File: config.mk
export PLATFORM = sky130hd
export DESIGN_NAME = magnetometer_baseline_tracker_top_flat
export DESIGN_NICKNAME = d
export VERILOG_FILES = /design/src/mbt_pkg.sv /design/src/mbt_channels.sv /design/src/mbt_front.sv /design/src/mbt_queue.sv /design/src/mbt_sqrt.sv /design/src/mbt_back.sv /design/src/magnetometer_baseline_tracker_top.sv /design/src/flat_wrapper.sv
export SDC_FILE = /design/constraint.sdc
export NUM_CORES = 2
export LEC_CHECK = 0
export BUFFER_PORTS_ARGS = -buffer_cell sky130_fd_sc_hd__buf_2
export CORE_MARGIN = 10
export CORE_UTILIZATION = 70
export CTS_CLUSTER_DIAMETER = 40
export DETAILED_ROUTE_END_ITERATION = 8
export PLACE_DENSITY = 0.93
export SYNTH_ARGS = -nofsm -noshare
export SYNTH_HDL_FRONTEND = slang
export SYNTH_SLANG_ARGS = --single-unit
export TNS_END_PERCENT = 1
File: constraint.sdc
create_clock -name i_clk -period 16.4 [get_ports i_clk]
set_input_delay 0.82 -clock i_clk [delete_from_list [all_inputs] [get_ports i_clk]]
set_output_delay 0.82 -clock i_clk [all_outputs]
set_load 0.02 [all_outputs]
File: src/mbt_pkg.sv
// ----------------------------------------------------------------------------
// Magnetometer baseline tracker package
// Widths, codes, constants and the job record shared by all blocks but the square root.
// ----------------------------------------------------------------------------
`default_nettype none

package mbt_pkg;

    localparam int AXIS_W       = 13;
    localparam int MAG_W        = 17;
    localparam int SPEED_W      = 17;
    localparam int SPEED_FRAC_W = 16;
    localparam int THR_W        = 17;
    localparam int COUNT_W      = 4;
    localparam int BASE_W       = MAG_W + SPEED_FRAC_W;
    localparam int SQ_W         = 26;
    localparam int CFG_IDX_W    = 2;
    localparam int CFG_DATA_W   = 17;

    localparam int DEF_MAX_SENSORS   = 8;
    localparam int DEF_MAG_FRAC_BITS = 4;
    localparam int MIN_SENSORS       = 3;
    localparam int QUEUE_DEPTH       = 2;

    localparam logic [COUNT_W-1:0] RST_SENSOR_COUNT = 4'd3;
    localparam logic [SPEED_W-1:0] ONE_SPEED        = 17'h10000;
    localparam logic [THR_W-1:0]   RST_THRESHOLD    = 17'd0;

    localparam logic signed [AXIS_W-1:0] SAT_LIMIT = 13'sd4090;
    localparam logic signed [AXIS_W-1:0] SAT_NEG   = -13'sd4090;

    localparam logic [CFG_IDX_W-1:0] CFG_SENSOR_COUNT = 2'd0;
    localparam logic [CFG_IDX_W-1:0] CFG_EMA_SPEED    = 2'd1;
    localparam logic [CFG_IDX_W-1:0] CFG_THRESHOLD    = 2'd2;

    localparam logic ACT_MEASURE = 1'b0;
    localparam logic ACT_CALIB   = 1'b1;

    typedef struct packed {
        logic                     calib;
        logic                     sat;
        logic                     last;
        logic                     frame_ok;
        logic                     bank;
        logic signed [AXIS_W-1:0] axis_x;
        logic signed [AXIS_W-1:0] axis_y;
        logic signed [AXIS_W-1:0] axis_z;
    } t_job;

endpackage

`default_nettype wire

File: src/mbt_channels.sv
// ----------------------------------------------------------------------------
// Magnetometer baseline tracker channels
// Valid/ready interfaces for samples, results and register writes.
// ----------------------------------------------------------------------------
`default_nettype none

interface mbt_in_if import mbt_pkg::*; ();
    logic                     valid;
    logic                     ready;
    logic                     action;
    logic signed [AXIS_W-1:0] axis_x;
    logic signed [AXIS_W-1:0] axis_y;
    logic signed [AXIS_W-1:0] axis_z;

    modport source(output valid, action, axis_x, axis_y, axis_z, input ready);
    modport sink(input valid, action, axis_x, axis_y, axis_z, output ready);
endinterface

interface mbt_out_if import mbt_pkg::*; ();
    logic             valid;
    logic             ready;
    logic [MAG_W-1:0] magnitude;
    logic [MAG_W-1:0] deviation;
    logic             axis_saturated;
    logic             last_of_frame;
    logic             frame_valid;
    logic             source_present;

    modport source(output valid, magnitude, deviation, axis_saturated, last_of_frame,
                   frame_valid, source_present, input ready);
    modport sink(input valid, magnitude, deviation, axis_saturated, last_of_frame,
                 frame_valid, source_present, output ready);
endinterface

interface mbt_cfg_if import mbt_pkg::*; ();
    logic                  valid;
    logic                  ready;
    logic [CFG_IDX_W-1:0]  index;
    logic [CFG_DATA_W-1:0] data;

    modport source(output valid, index, data, input ready);
    modport sink(input valid, index, data, output ready);
endinterface

`default_nettype wire

File: src/mbt_front.sv
// ----------------------------------------------------------------------------
// Magnetometer baseline tracker front end
// Accepts samples, tracks frame position, saturation and the active bank.
// ----------------------------------------------------------------------------
`default_nettype none

module mbt_front import mbt_pkg::*; #(
    parameter int MAX_SENSORS = DEF_MAX_SENSORS
) (
    input  logic                           i_clk,
    input  logic                           i_rst_n,
    mbt_in_if.sink                         i_in,
    input  logic [COUNT_W-1:0]             i_sensor_count,
    output logic                           o_push_valid,
    input  logic                           i_push_ready,
    output t_job                           o_job,
    output logic [$clog2(MAX_SENSORS)-1:0] o_pos
);

    localparam int POS_W = $clog2(MAX_SENSORS);
    localparam int CNT_W = $clog2(MAX_SENSORS + 1);
    localparam int CMP_W = ((CNT_W > COUNT_W) ? CNT_W : COUNT_W) + 1;

    logic [POS_W-1:0] r_pos, n_pos;
    logic             r_frame_sat, n_frame_sat;
    logic             r_bank, n_bank;
    logic [CMP_W-1:0] cnt_cfg, cnt_eff, pos_inc;
    logic             sat, last, frame_ok, calib, accept;

    assign i_in.ready   = i_push_ready;
    assign o_push_valid = i_in.valid;
    assign accept       = i_in.valid && i_push_ready;

    always_comb begin
        cnt_cfg = CMP_W'(i_sensor_count);
        if (cnt_cfg < CMP_W'(MIN_SENSORS)) begin
            cnt_eff = CMP_W'(MIN_SENSORS);
        end else if (cnt_cfg > CMP_W'(MAX_SENSORS)) begin
            cnt_eff = CMP_W'(MAX_SENSORS);
        end else begin
            cnt_eff = cnt_cfg;
        end
        pos_inc  = CMP_W'(r_pos) + CMP_W'(1);
        last     = (pos_inc >= cnt_eff);
        sat      = (i_in.axis_x > SAT_LIMIT) || (i_in.axis_x < SAT_NEG) ||
                   (i_in.axis_y > SAT_LIMIT) || (i_in.axis_y < SAT_NEG) ||
                   (i_in.axis_z > SAT_LIMIT) || (i_in.axis_z < SAT_NEG);
        frame_ok = !(r_frame_sat || sat);
        calib    = (i_in.action == ACT_CALIB);
    end

    always_comb begin
        o_job.calib    = calib;
        o_job.sat      = sat;
        o_job.last     = last;
        o_job.frame_ok = frame_ok;
        o_job.bank     = r_bank;
        o_job.axis_x   = i_in.axis_x;
        o_job.axis_y   = i_in.axis_y;
        o_job.axis_z   = i_in.axis_z;
        o_pos          = r_pos;
    end

    always_comb begin
        n_pos       = r_pos;
        n_frame_sat = r_frame_sat;
        n_bank      = r_bank;
        if (accept) begin
            if (last) begin
                n_pos       = '0;
                n_frame_sat = 1'b0;
                n_bank      = (frame_ok && calib) ? ~r_bank : r_bank;
            end else begin
                n_pos       = POS_W'(pos_inc);
                n_frame_sat = r_frame_sat || sat;
            end
        end
    end

    always_ff @(posedge i_clk) begin
        if (!i_rst_n) begin
            r_pos       <= '0;
            r_frame_sat <= 1'b0;
            r_bank      <= 1'b0;
        end else begin
            r_pos       <= n_pos;
            r_frame_sat <= n_frame_sat;
            r_bank      <= n_bank;
        end
    end

endmodule

`default_nettype wire

File: src/mbt_queue.sv
// ----------------------------------------------------------------------------
// Magnetometer baseline tracker job queue
// Short first-in first-out buffer between front end and back end.
// ----------------------------------------------------------------------------
`default_nettype none

module mbt_queue import mbt_pkg::*; #(
    parameter int W     = 8,
    parameter int DEPTH = QUEUE_DEPTH
) (
    input  logic         i_clk,
    input  logic         i_rst_n,
    input  logic         i_push_valid,
    output logic         o_push_ready,
    input  logic [W-1:0] i_push_data,
    output logic         o_pop_valid,
    input  logic         i_pop_ready,
    output logic [W-1:0] o_pop_data
);

    localparam int PTR_W = (DEPTH > 1) ? $clog2(DEPTH) : 1;
    localparam int CNT_W = $clog2(DEPTH + 1);

    logic [W-1:0]     r_store [DEPTH];
    logic [PTR_W-1:0] r_wr_ptr, r_rd_ptr;
    logic [CNT_W-1:0] r_count;
    logic             push, pop;

    assign o_push_ready = (r_count != CNT_W'(DEPTH));
    assign o_pop_valid  = (r_count != '0);
    assign o_pop_data   = r_store[r_rd_ptr];
    assign push         = i_push_valid && o_push_ready;
    assign pop          = o_pop_valid && i_pop_ready;

    always_ff @(posedge i_clk) begin
        if (!i_rst_n) begin
            r_wr_ptr <= '0;
            r_rd_ptr <= '0;
            r_count  <= '0;
        end else begin
            if (push) begin
                r_wr_ptr <= (r_wr_ptr == PTR_W'(DEPTH - 1)) ? '0 : r_wr_ptr + PTR_W'(1);
            end
            if (pop) begin
                r_rd_ptr <= (r_rd_ptr == PTR_W'(DEPTH - 1)) ? '0 : r_rd_ptr + PTR_W'(1);
            end
            if (push && !pop) begin
                r_count <= r_count + CNT_W'(1);
            end else if (pop && !push) begin
                r_count <= r_count - CNT_W'(1);
            end
        end
    end

    always_ff @(posedge i_clk) begin
        if (push) begin
            r_store[r_wr_ptr] <= i_push_data;
        end
    end

endmodule

`default_nettype wire

File: src/mbt_sqrt.sv
// ----------------------------------------------------------------------------
// Magnetometer baseline tracker square root
// Bit-serial integer square root, one root bit per cycle, floored.
// ----------------------------------------------------------------------------
`default_nettype none

module mbt_sqrt #(
    parameter int RAD_W = 34
) (
    input  logic                 i_clk,
    input  logic                 i_rst_n,
    input  logic                 i_start,
    input  logic [RAD_W-1:0]     i_radicand,
    output logic                 o_done,
    output logic [RAD_W/2-1:0]   o_root
);

    localparam int ROOT_W = RAD_W / 2;
    localparam int REM_W  = ROOT_W + 2;
    localparam int TRY_W  = REM_W + 2;
    localparam int CNT_W  = $clog2(ROOT_W);

    logic              r_busy, r_done;
    logic [CNT_W-1:0]  r_cnt;
    logic [RAD_W-1:0]  r_rad;
    logic [REM_W-1:0]  r_rem;
    logic [ROOT_W-1:0] r_root;
    logic [TRY_W-1:0]  rem_sh, sub, trial;
    logic              fits;

    assign o_done = r_done;
    assign o_root = r_root;

    always_comb begin
        rem_sh = {r_rem, r_rad[RAD_W-1 -: 2]};
        sub    = {2'b00, r_root, 2'b01};
        fits   = (rem_sh >= sub);
        trial  = rem_sh - sub;
    end

    always_ff @(posedge i_clk) begin
        if (!i_rst_n) begin
            r_busy <= 1'b0;
            r_done <= 1'b0;
        end else begin
            r_done <= 1'b0;
            if (i_start) begin
                r_busy <= 1'b1;
                r_cnt  <= CNT_W'(ROOT_W - 1);
                r_rad  <= i_radicand;
                r_rem  <= '0;
                r_root <= '0;
            end else if (r_busy) begin
                r_rad <= r_rad << 2;
                if (fits) begin
                    r_rem  <= trial[REM_W-1:0];
                    r_root <= {r_root[ROOT_W-2:0], 1'b1};
                end else begin
                    r_rem  <= rem_sh[REM_W-1:0];
                    r_root <= {r_root[ROOT_W-2:0], 1'b0};
                end
                if (r_cnt == '0) begin
                    r_busy <= 1'b0;
                    r_done <= 1'b1;
                end else begin
                    r_cnt <= r_cnt - CNT_W'(1);
                end
            end
        end
    end

endmodule

`default_nettype wire

File: src/mbt_back.sv
// ----------------------------------------------------------------------------
// Magnetometer baseline tracker back end
// Magnitude, deviation, baseline averaging into a double bank, frame flags.
// ----------------------------------------------------------------------------
`default_nettype none

module mbt_back import mbt_pkg::*; #(
    parameter int MAX_SENSORS   = DEF_MAX_SENSORS,
    parameter int MAG_FRAC_BITS = DEF_MAG_FRAC_BITS
) (
    input  logic                           i_clk,
    input  logic                           i_rst_n,
    input  logic                           i_pop_valid,
    output logic                           o_pop_ready,
    input  t_job                           i_job,
    input  logic [$clog2(MAX_SENSORS)-1:0] i_pos,
    input  logic [SPEED_W-1:0]             i_ema_speed,
    input  logic [THR_W-1:0]               i_presence_threshold,
    mbt_out_if.source                      o_out
);

    localparam int POS_W   = $clog2(MAX_SENSORS);
    localparam int ADDR_W  = POS_W + 1;
    localparam int ENTRIES = 2 ** ADDR_W;
    localparam int PX_W    = 2 * AXIS_W;
    localparam int SQ1_W   = 2 * AXIS_W - 1;
    localparam int RAD_W   = SQ_W + 2 * MAG_FRAC_BITS;
    localparam int ROOT_W  = RAD_W / 2;
    localparam int DIFF_W  = BASE_W + 1;
    localparam int SPD_W   = SPEED_W + 1;
    localparam int PROD_W  = DIFF_W + SPD_W;
    localparam int STEP_W  = PROD_W - SPEED_FRAC_W;

    typedef enum logic [2:0] {
        S_IDLE,
        S_SUM,
        S_ROOT,
        S_DIFF,
        S_MUL,
        S_UPD
    } t_state;

    t_state                    r_state;
    t_job                      r_job;
    logic [POS_W-1:0]          r_pos;
    logic [SQ1_W-1:0]          r_sq_x, r_sq_y, r_sq_z;
    logic [MAG_W-1:0]          r_mag;
    logic signed [DIFF_W-1:0]  r_diff;
    logic signed [PROD_W-1:0]  r_prod;
    logic                      r_all_above;

    logic                      r_out_valid;
    logic [MAG_W-1:0]          r_out_mag, r_out_dev;
    logic                      r_out_sat, r_out_last, r_out_ok, r_out_present;

    logic [BASE_W-1:0]         r_mem [ENTRIES];
    logic [ENTRIES-1:0]        r_vld;
    logic [BASE_W-1:0]         r_rd_data;
    logic                      r_rd_vld;

    logic signed [PX_W-1:0]    px, py, pz;
    logic [SQ_W-1:0]           sq_sum;
    logic [RAD_W-1:0]          radicand;
    logic                      root_done;
    logic [ROOT_W-1:0]         root;
    logic [ROOT_W+MAG_W-1:0]   root_ext;
    logic [BASE_W-1:0]         base, big, next_base;
    logic signed [DIFF_W-1:0]  diff_w, dev_abs;
    logic [MAG_W-1:0]          dev;
    logic                      below, speed_ok, out_free, wr_en;
    logic [SPEED_W-1:0]        s_eff;
    logic signed [STEP_W-1:0]  step, next_sum;
    logic [ADDR_W-1:0]         rd_addr, wr_addr;

    mbt_sqrt #(
        .RAD_W (RAD_W)
    ) u_sqrt (
        .i_clk      (i_clk),
        .i_rst_n    (i_rst_n),
        .i_start    (r_state == S_SUM),
        .i_radicand (radicand),
        .o_done     (root_done),
        .o_root     (root)
    );

    always_comb begin
        px       = PX_W'(i_job.axis_x) * PX_W'(i_job.axis_x);
        py       = PX_W'(i_job.axis_y) * PX_W'(i_job.axis_y);
        pz       = PX_W'(i_job.axis_z) * PX_W'(i_job.axis_z);
        sq_sum   = SQ_W'(r_sq_x) + SQ_W'(r_sq_y) + SQ_W'(r_sq_z);
        radicand = RAD_W'(sq_sum) << (2 * MAG_FRAC_BITS);
        root_ext = {{MAG_W{1'b0}}, root};
        base     = r_rd_vld ? r_rd_data : '0;
        big      = {r_mag, {SPEED_FRAC_W{1'b0}}};
        diff_w   = $signed({1'b0, big}) - $signed({1'b0, base});
        dev_abs  = r_diff[DIFF_W-1] ? -r_diff : r_diff;
        dev      = dev_abs[BASE_W-1:SPEED_FRAC_W];
        below    = (dev < i_presence_threshold);
        speed_ok = (i_ema_speed != '0) && (i_ema_speed <= ONE_SPEED);
        s_eff    = (r_job.calib && speed_ok) ? i_ema_speed : '0;
        step     = r_prod[PROD_W-1:SPEED_FRAC_W];
        next_sum = $signed(STEP_W'(base)) + step;
        next_base = next_sum[BASE_W-1:0];
        out_free = !r_out_valid || o_out.ready;
        wr_en    = (r_state == S_UPD) && out_free;
        rd_addr  = {r_job.bank, r_pos};
        wr_addr  = {~r_job.bank, r_pos};
    end

    assign o_pop_ready          = (r_state == S_IDLE);
    assign o_out.valid          = r_out_valid;
    assign o_out.magnitude      = r_out_mag;
    assign o_out.deviation      = r_out_dev;
    assign o_out.axis_saturated = r_out_sat;
    assign o_out.last_of_frame  = r_out_last;
    assign o_out.frame_valid    = r_out_ok;
    assign o_out.source_present = r_out_present;

    always_ff @(posedge i_clk) begin
        if (!i_rst_n) begin
            r_state     <= S_IDLE;
            r_all_above <= 1'b1;
            r_out_valid <= 1'b0;
        end else begin
            if (o_out.ready && r_state != S_UPD) begin
                r_out_valid <= 1'b0;
            end
            case (r_state)
                S_IDLE: begin
                    if (i_pop_valid) begin
                        r_job   <= i_job;
                        r_pos   <= i_pos;
                        r_sq_x  <= px[SQ1_W-1:0];
                        r_sq_y  <= py[SQ1_W-1:0];
                        r_sq_z  <= pz[SQ1_W-1:0];
                        r_state <= S_SUM;
                    end
                end
                S_SUM: begin
                    r_state <= S_ROOT;
                end
                S_ROOT: begin
                    if (root_done) begin
                        r_mag   <= root_ext[MAG_W-1:0];
                        r_state <= S_DIFF;
                    end
                end
                S_DIFF: begin
                    r_diff  <= diff_w;
                    r_state <= S_MUL;
                end
                S_MUL: begin
                    r_prod  <= PROD_W'(r_diff) * PROD_W'($signed({1'b0, s_eff}));
                    r_state <= S_UPD;
                end
                S_UPD: begin
                    if (out_free) begin
                        r_out_valid   <= 1'b1;
                        r_out_mag     <= r_mag;
                        r_out_dev     <= dev;
                        r_out_sat     <= r_job.sat;
                        r_out_last    <= r_job.last;
                        r_out_ok      <= r_job.last && r_job.frame_ok;
                        r_out_present <= r_job.last && r_job.frame_ok && !r_job.calib &&
                                         r_all_above && !below;
                        r_all_above   <= r_job.last ? 1'b1 : (r_all_above && !below);
                        r_state       <= S_IDLE;
                    end
                end
                default: begin
                    r_state <= S_IDLE;
                end
            endcase
        end
    end

    always_ff @(posedge i_clk) begin
        r_rd_data <= r_mem[rd_addr];
        r_rd_vld  <= r_vld[rd_addr];
        if (wr_en) begin
            r_mem[wr_addr] <= next_base;
        end
    end

    always_ff @(posedge i_clk) begin
        if (!i_rst_n) begin
            r_vld <= '0;
        end else if (wr_en) begin
            r_vld[wr_addr] <= 1'b1;
        end
    end

endmodule

`default_nettype wire

File: src/magnetometer_baseline_tracker_top.sv
// ----------------------------------------------------------------------------
// Magnetometer baseline tracker top level
// The back end takes a new sample only once the current one is done; its
// bit-serial square root runs one root bit per cycle.
// Reset: synchronous, clears frame state, bank select and baseline valid bits.
// ----------------------------------------------------------------------------
`default_nettype none

module magnetometer_baseline_tracker_top import mbt_pkg::*; #(
    parameter int MAX_SENSORS   = DEF_MAX_SENSORS,
    parameter int MAG_FRAC_BITS = DEF_MAG_FRAC_BITS
) (
    input  logic      i_clk,
    input  logic      i_rst_n,
    mbt_cfg_if.sink   i_cfg,
    mbt_in_if.sink    i_in,
    mbt_out_if.source o_out
);

    localparam int POS_W = $clog2(MAX_SENSORS);
    localparam int JOB_W = $bits(t_job);
    localparam int Q_W   = JOB_W + POS_W;

    logic [COUNT_W-1:0] r_sensor_count;
    logic [SPEED_W-1:0] r_ema_speed;
    logic [THR_W-1:0]   r_threshold;

    logic               push_valid, push_ready, pop_valid, pop_ready;
    t_job               front_job;
    logic [POS_W-1:0]   front_pos;
    logic [Q_W-1:0]     pop_data;
    t_job               pop_job;
    logic [POS_W-1:0]   pop_pos;

    assign i_cfg.ready = 1'b1;

    always_ff @(posedge i_clk) begin
        if (!i_rst_n) begin
            r_sensor_count <= RST_SENSOR_COUNT;
            r_ema_speed    <= ONE_SPEED;
            r_threshold    <= RST_THRESHOLD;
        end else if (i_cfg.valid) begin
            case (i_cfg.index)
                CFG_SENSOR_COUNT: r_sensor_count <= i_cfg.data[COUNT_W-1:0];
                CFG_EMA_SPEED:    r_ema_speed    <= i_cfg.data[SPEED_W-1:0];
                CFG_THRESHOLD:    r_threshold    <= i_cfg.data[THR_W-1:0];
                default: ;
            endcase
        end
    end

    mbt_front #(
        .MAX_SENSORS (MAX_SENSORS)
    ) u_front (
        .i_clk          (i_clk),
        .i_rst_n        (i_rst_n),
        .i_in           (i_in),
        .i_sensor_count (r_sensor_count),
        .o_push_valid   (push_valid),
        .i_push_ready   (push_ready),
        .o_job          (front_job),
        .o_pos          (front_pos)
    );

    mbt_queue #(
        .W     (Q_W),
        .DEPTH (QUEUE_DEPTH)
    ) u_queue (
        .i_clk        (i_clk),
        .i_rst_n      (i_rst_n),
        .i_push_valid (push_valid),
        .o_push_ready (push_ready),
        .i_push_data  ({front_pos, front_job}),
        .o_pop_valid  (pop_valid),
        .i_pop_ready  (pop_ready),
        .o_pop_data   (pop_data)
    );

    assign pop_job = t_job'(pop_data[JOB_W-1:0]);
    assign pop_pos = pop_data[Q_W-1 -: POS_W];

    mbt_back #(
        .MAX_SENSORS   (MAX_SENSORS),
        .MAG_FRAC_BITS (MAG_FRAC_BITS)
    ) u_back (
        .i_clk                (i_clk),
        .i_rst_n              (i_rst_n),
        .i_pop_valid          (pop_valid),
        .o_pop_ready          (pop_ready),
        .i_job                (pop_job),
        .i_pos                (pop_pos),
        .i_ema_speed          (r_ema_speed),
        .i_presence_threshold (r_threshold),
        .o_out                (o_out)
    );

endmodule

`default_nettype wire

File: src/flat_wrapper.sv
// flat-port wrapper written by rule: the top's interface ports become plain ports
module magnetometer_baseline_tracker_top_flat import mbt_pkg::*;
#(
    parameter int MAX_SENSORS   = DEF_MAX_SENSORS,
    parameter int MAG_FRAC_BITS = DEF_MAG_FRAC_BITS
)
  (i_clk, i_rst_n, i_cfg_valid, i_cfg_index, i_cfg_data, i_cfg_ready, i_in_valid, i_in_action, i_in_axis_x, i_in_axis_y, i_in_axis_z, i_in_ready, o_out_valid, o_out_magnitude, o_out_deviation, o_out_axis_saturated, o_out_last_of_frame, o_out_frame_valid, o_out_source_present, o_out_ready);
  mbt_cfg_if i_cfg_i ();
  mbt_in_if i_in_i ();
  mbt_out_if o_out_i ();
  input  logic i_clk;
  input  logic i_rst_n;
  input wire logic [$bits(i_cfg_i.valid)-1:0] i_cfg_valid;
  input wire logic [$bits(i_cfg_i.index)-1:0] i_cfg_index;
  input wire logic [$bits(i_cfg_i.data)-1:0] i_cfg_data;
  output wire logic [$bits(i_cfg_i.ready)-1:0] i_cfg_ready;
  input wire logic [$bits(i_in_i.valid)-1:0] i_in_valid;
  input wire logic [$bits(i_in_i.action)-1:0] i_in_action;
  input wire logic [$bits(i_in_i.axis_x)-1:0] i_in_axis_x;
  input wire logic [$bits(i_in_i.axis_y)-1:0] i_in_axis_y;
  input wire logic [$bits(i_in_i.axis_z)-1:0] i_in_axis_z;
  output wire logic [$bits(i_in_i.ready)-1:0] i_in_ready;
  output wire logic [$bits(o_out_i.valid)-1:0] o_out_valid;
  output wire logic [$bits(o_out_i.magnitude)-1:0] o_out_magnitude;
  output wire logic [$bits(o_out_i.deviation)-1:0] o_out_deviation;
  output wire logic [$bits(o_out_i.axis_saturated)-1:0] o_out_axis_saturated;
  output wire logic [$bits(o_out_i.last_of_frame)-1:0] o_out_last_of_frame;
  output wire logic [$bits(o_out_i.frame_valid)-1:0] o_out_frame_valid;
  output wire logic [$bits(o_out_i.source_present)-1:0] o_out_source_present;
  input wire logic [$bits(o_out_i.ready)-1:0] o_out_ready;
  assign i_cfg_i.valid = i_cfg_valid;
  assign i_cfg_i.index = i_cfg_index;
  assign i_cfg_i.data = i_cfg_data;
  assign i_cfg_ready = i_cfg_i.ready;
  assign i_in_i.valid = i_in_valid;
  assign i_in_i.action = i_in_action;
  assign i_in_i.axis_x = i_in_axis_x;
  assign i_in_i.axis_y = i_in_axis_y;
  assign i_in_i.axis_z = i_in_axis_z;
  assign i_in_ready = i_in_i.ready;
  assign o_out_valid = o_out_i.valid;
  assign o_out_magnitude = o_out_i.magnitude;
  assign o_out_deviation = o_out_i.deviation;
  assign o_out_axis_saturated = o_out_i.axis_saturated;
  assign o_out_last_of_frame = o_out_i.last_of_frame;
  assign o_out_frame_valid = o_out_i.frame_valid;
  assign o_out_source_present = o_out_i.source_present;
  assign o_out_i.ready = o_out_ready;
  magnetometer_baseline_tracker_top #(.MAX_SENSORS(MAX_SENSORS), .MAG_FRAC_BITS(MAG_FRAC_BITS)) u_core (.i_clk(i_clk), .i_rst_n(i_rst_n), .i_cfg(i_cfg_i), .i_in(i_in_i), .o_out(o_out_i));
endmodule
==> metrics <==
Clock Tree Root clkbuf_16; worst hold path type in2reg; vias per cell between 6 and 7; Longest Clk Path Bufs 3; Pre-antenna DRT Iters 9; Most common cell on crit path fa_1; routability cong. ~0.96; TNS Setup 0 ps; GRT Total Usage 0.3629; GRT busiest layer met2; Synth Register Bits 996; Initial DRC Count approximately 7,700; layout cells sized above 1 0.1022; CTS buffer count between 100 and 150; Req. time, crit path around 17,000 ps; vias in the first global route 58,100; Max FO, Critical Path 34; Worst path max stage delay between 1000 and 1500 ps; fin crit share 0.5835; wire per inst between 20 and 30 µm; most numerous cell in the Yosys netlist inv_1; dpl hpwl 139.1 mm; antenna violations before repair 23; worst setup path start u_core.r_ema_speed[3]; share of the synthesized area in the top cell type 0.3504; number of max-cap violations 0; Die Wd around 350 µm; CP Depth 25; slowest cell on the critical path a211oi_1; nets@finish 7,963; port bufs ~100; Most used DFF post-synth edfxtp_1; GRT Residual Overflow 0; Post CTS Setup Buffer Count 0; hold_buf cts 0; Worst setup SP type register; Cells after Synth around 6,400; Warnings, synthesis 0; post-synth top area cell edfxtp_1; Starting Density 0.7035; Worst Reg-to-Reg Cells 25; CTS tree built; Worst setup EP type register; Slew HR 0.03887; Seq/Total Area, Yosys 0.3779; critical path class reg2reg; Cell variety after synth 72; Boundary Pins 105; GR Layer Usage met3 0.1223; Slew Viols, Final 0; Synth top cells by count 1,186 x inv_1, 973 x fa_1, 891 x edfxtp_1; largest net degree at the start of global routing 86; crit path DAT between 10,000 and 15,000 ps; Die H ~350 µm; Slew @ Worst Pin 1434 ps; unrepaired setup endpoints after global routing no; number of placement rows 121; Fmax achieved 104.5 MHz; Post-synth ARST share 0; Critical Path End u_core.u_back.r_prod[47]; met2 Use GR 0.5682; GR Util met1 0.4367; Crit path max-delay family adder cells; clk sinks 996; status finished clean; post-cts sizing count 0; die footprint approximately 120,000 µm²; final setup fails 0; routed wire length roughly 220 mm; R2R Setup Slk between 6000 and 7000 ps; via count between 50,000 and 60,000; r2r startpoint u_core.r_ema_speed[3]; post-layout min period 9570 ps; antenna-violating nets left 0; clk_lat worst skew between 700 and 800 ps; Area Growth Syn to Fin 8.972%; EDFF count, synth approximately 890; H-tree Lvls 4; synthesized cell area around 76,000 µm²; synth top area cells edfxtp_1 35%, fa_1 26%, ha_1 6.8%; core area 108,600 µm²; WP buf/inv 4; clock-pin slew on the worst setup and hold paths around 60 ps; wire length of the first global-routing pass between 300 and 400 mm; Critical R2R Capture u_core.u_back.r_prod[47]; clock skew 48.48 ps; Fin. Hold Viols 0; drt drc 0; Mean Syn Cell Area ~12 µm²
## stage by stage
step / hold slack, ps / util / setup WS [ps] / area [µm²] / instances
floorplan: 400.3 / - / 8847 / 76370 / 6416
global placement: 428.7 / 0.7238 / 7768 / 78570 / 7789
detailed placement: 434.0 / 0.7238 / 7472 / 78570 / 7789
CTS: 233.9 / 0.7657 / 7366 / 83120 / 8028
global route: 248.5 / 0.7665 / 6499 / 83200 / 8030
finish: 252.4 / 0.7666 / 6830 / 83210 / 8036
## kinds of logic after synthesis
logic type	share of synthesized area
simple gates	0.1010
buf+inv	0.06950
fa+ha+maj	0.3236
flops	0.3779
compound gates	0.04339
xor+xnor	0.02661
mux	0.05795
other cells	0.00009835
## how the worst min path moves through the flow
| stage | startpoint | end | slack, ps | depth (start not counted) |
|---|---|---|---|---|
| after global placement | u_core.u_back.u_sqrt.o_root[11] | u_core.u_back.r_mag[11] | 430 | 0 |
| final | i_in_axis_y[0] | u_core.u_queue.r_store[0][13] | 250 | 1 |
| after CTS | i_in_axis_y[0] | u_core.u_queue.r_store[1][13] | 230 | 1 |
| after global routing | i_in_axis_y[0] | u_core.u_queue.r_store[1][13] | 250 | 1 |
| after detailed placement | u_core.u_back.u_sqrt.o_root[11] | u_core.u_back.r_mag[11] | 430 | 0 |
| after floorplan | u_core.u_back.r_job[42] | u_core.u_back.o_out.axis_saturated | 400 | 0 |
## cell usage in the layout, fill, tap and decap left out, types with 56 or more instances in the layout
| cell type | Yosys | layout |
|---|---|---|
| xor2_1 | 58 | 56 |
| dfxtp_1 | 105 | 104 |
| fa_1 | 973 | 973 |
| nor2_1 | 371 | 354 |
| buf_4 | 1 | 72 |
| mux4_2 | 170 | 170 |
| nand3_1 | 57 | 57 |
| clkbuf_16 | 0 | 130 |
| ha_1 | 418 | 418 |
| nand2_1 | 602 | 601 |
| and2_1 | 353 | 353 |
| a21o_1 | 60 | 60 |
| o21ai_0 | 124 | 124 |
| inv_1 | 1186 | 1185 |
| buf_2 | 0 | 103 |
| a21oi_1 | 168 | 167 |
| xnor2_1 | 174 | 168 |
| edfxtp_1 | 891 | 891 |
## metal layers
metal	share of wire	vias to the layer above
li1	-	21150
met1	0.32	26390
met2	0.46	4757
met3	0.14	1406
met4	0.074	38
met5	0.0012	-
## sequential cells by signal (all words and copies together), names as in the netlist, 19 cells and up, named ones only
signal                      cells
u_core.u_back.r_sq_y           24
u_core.u_back.u_sqrt.r_rem     19
u_core.u_back.r_sq_x           24
u_core.u_queue.r_store         94
u_core.u_back.r_diff           34
u_core.u_back.u_sqrt.r_rad     26
u_core.u_back.r_sq_z           24
u_core.u_back.r_prod           33
u_core.u_back.r_rd_data        33
u_core.u_back.r_mem           528
## layout make-up
class                           count  area, µm²
Sequential cell                   996      28860
Timing Repair Buffer              175       1056
Antenna cell                        7      17.52
Multi-Input combinational cell   4007      42460
Clock buffer                      148       3351
Inverter                         1198       4497
Fill cell                        5684      25340
Tap cell                         1414       1769
Clock inverter                     91       1204
Power is not shown: default switching activity piles up to over one toggle a cycle in this logic, so the estimate is an artifact.
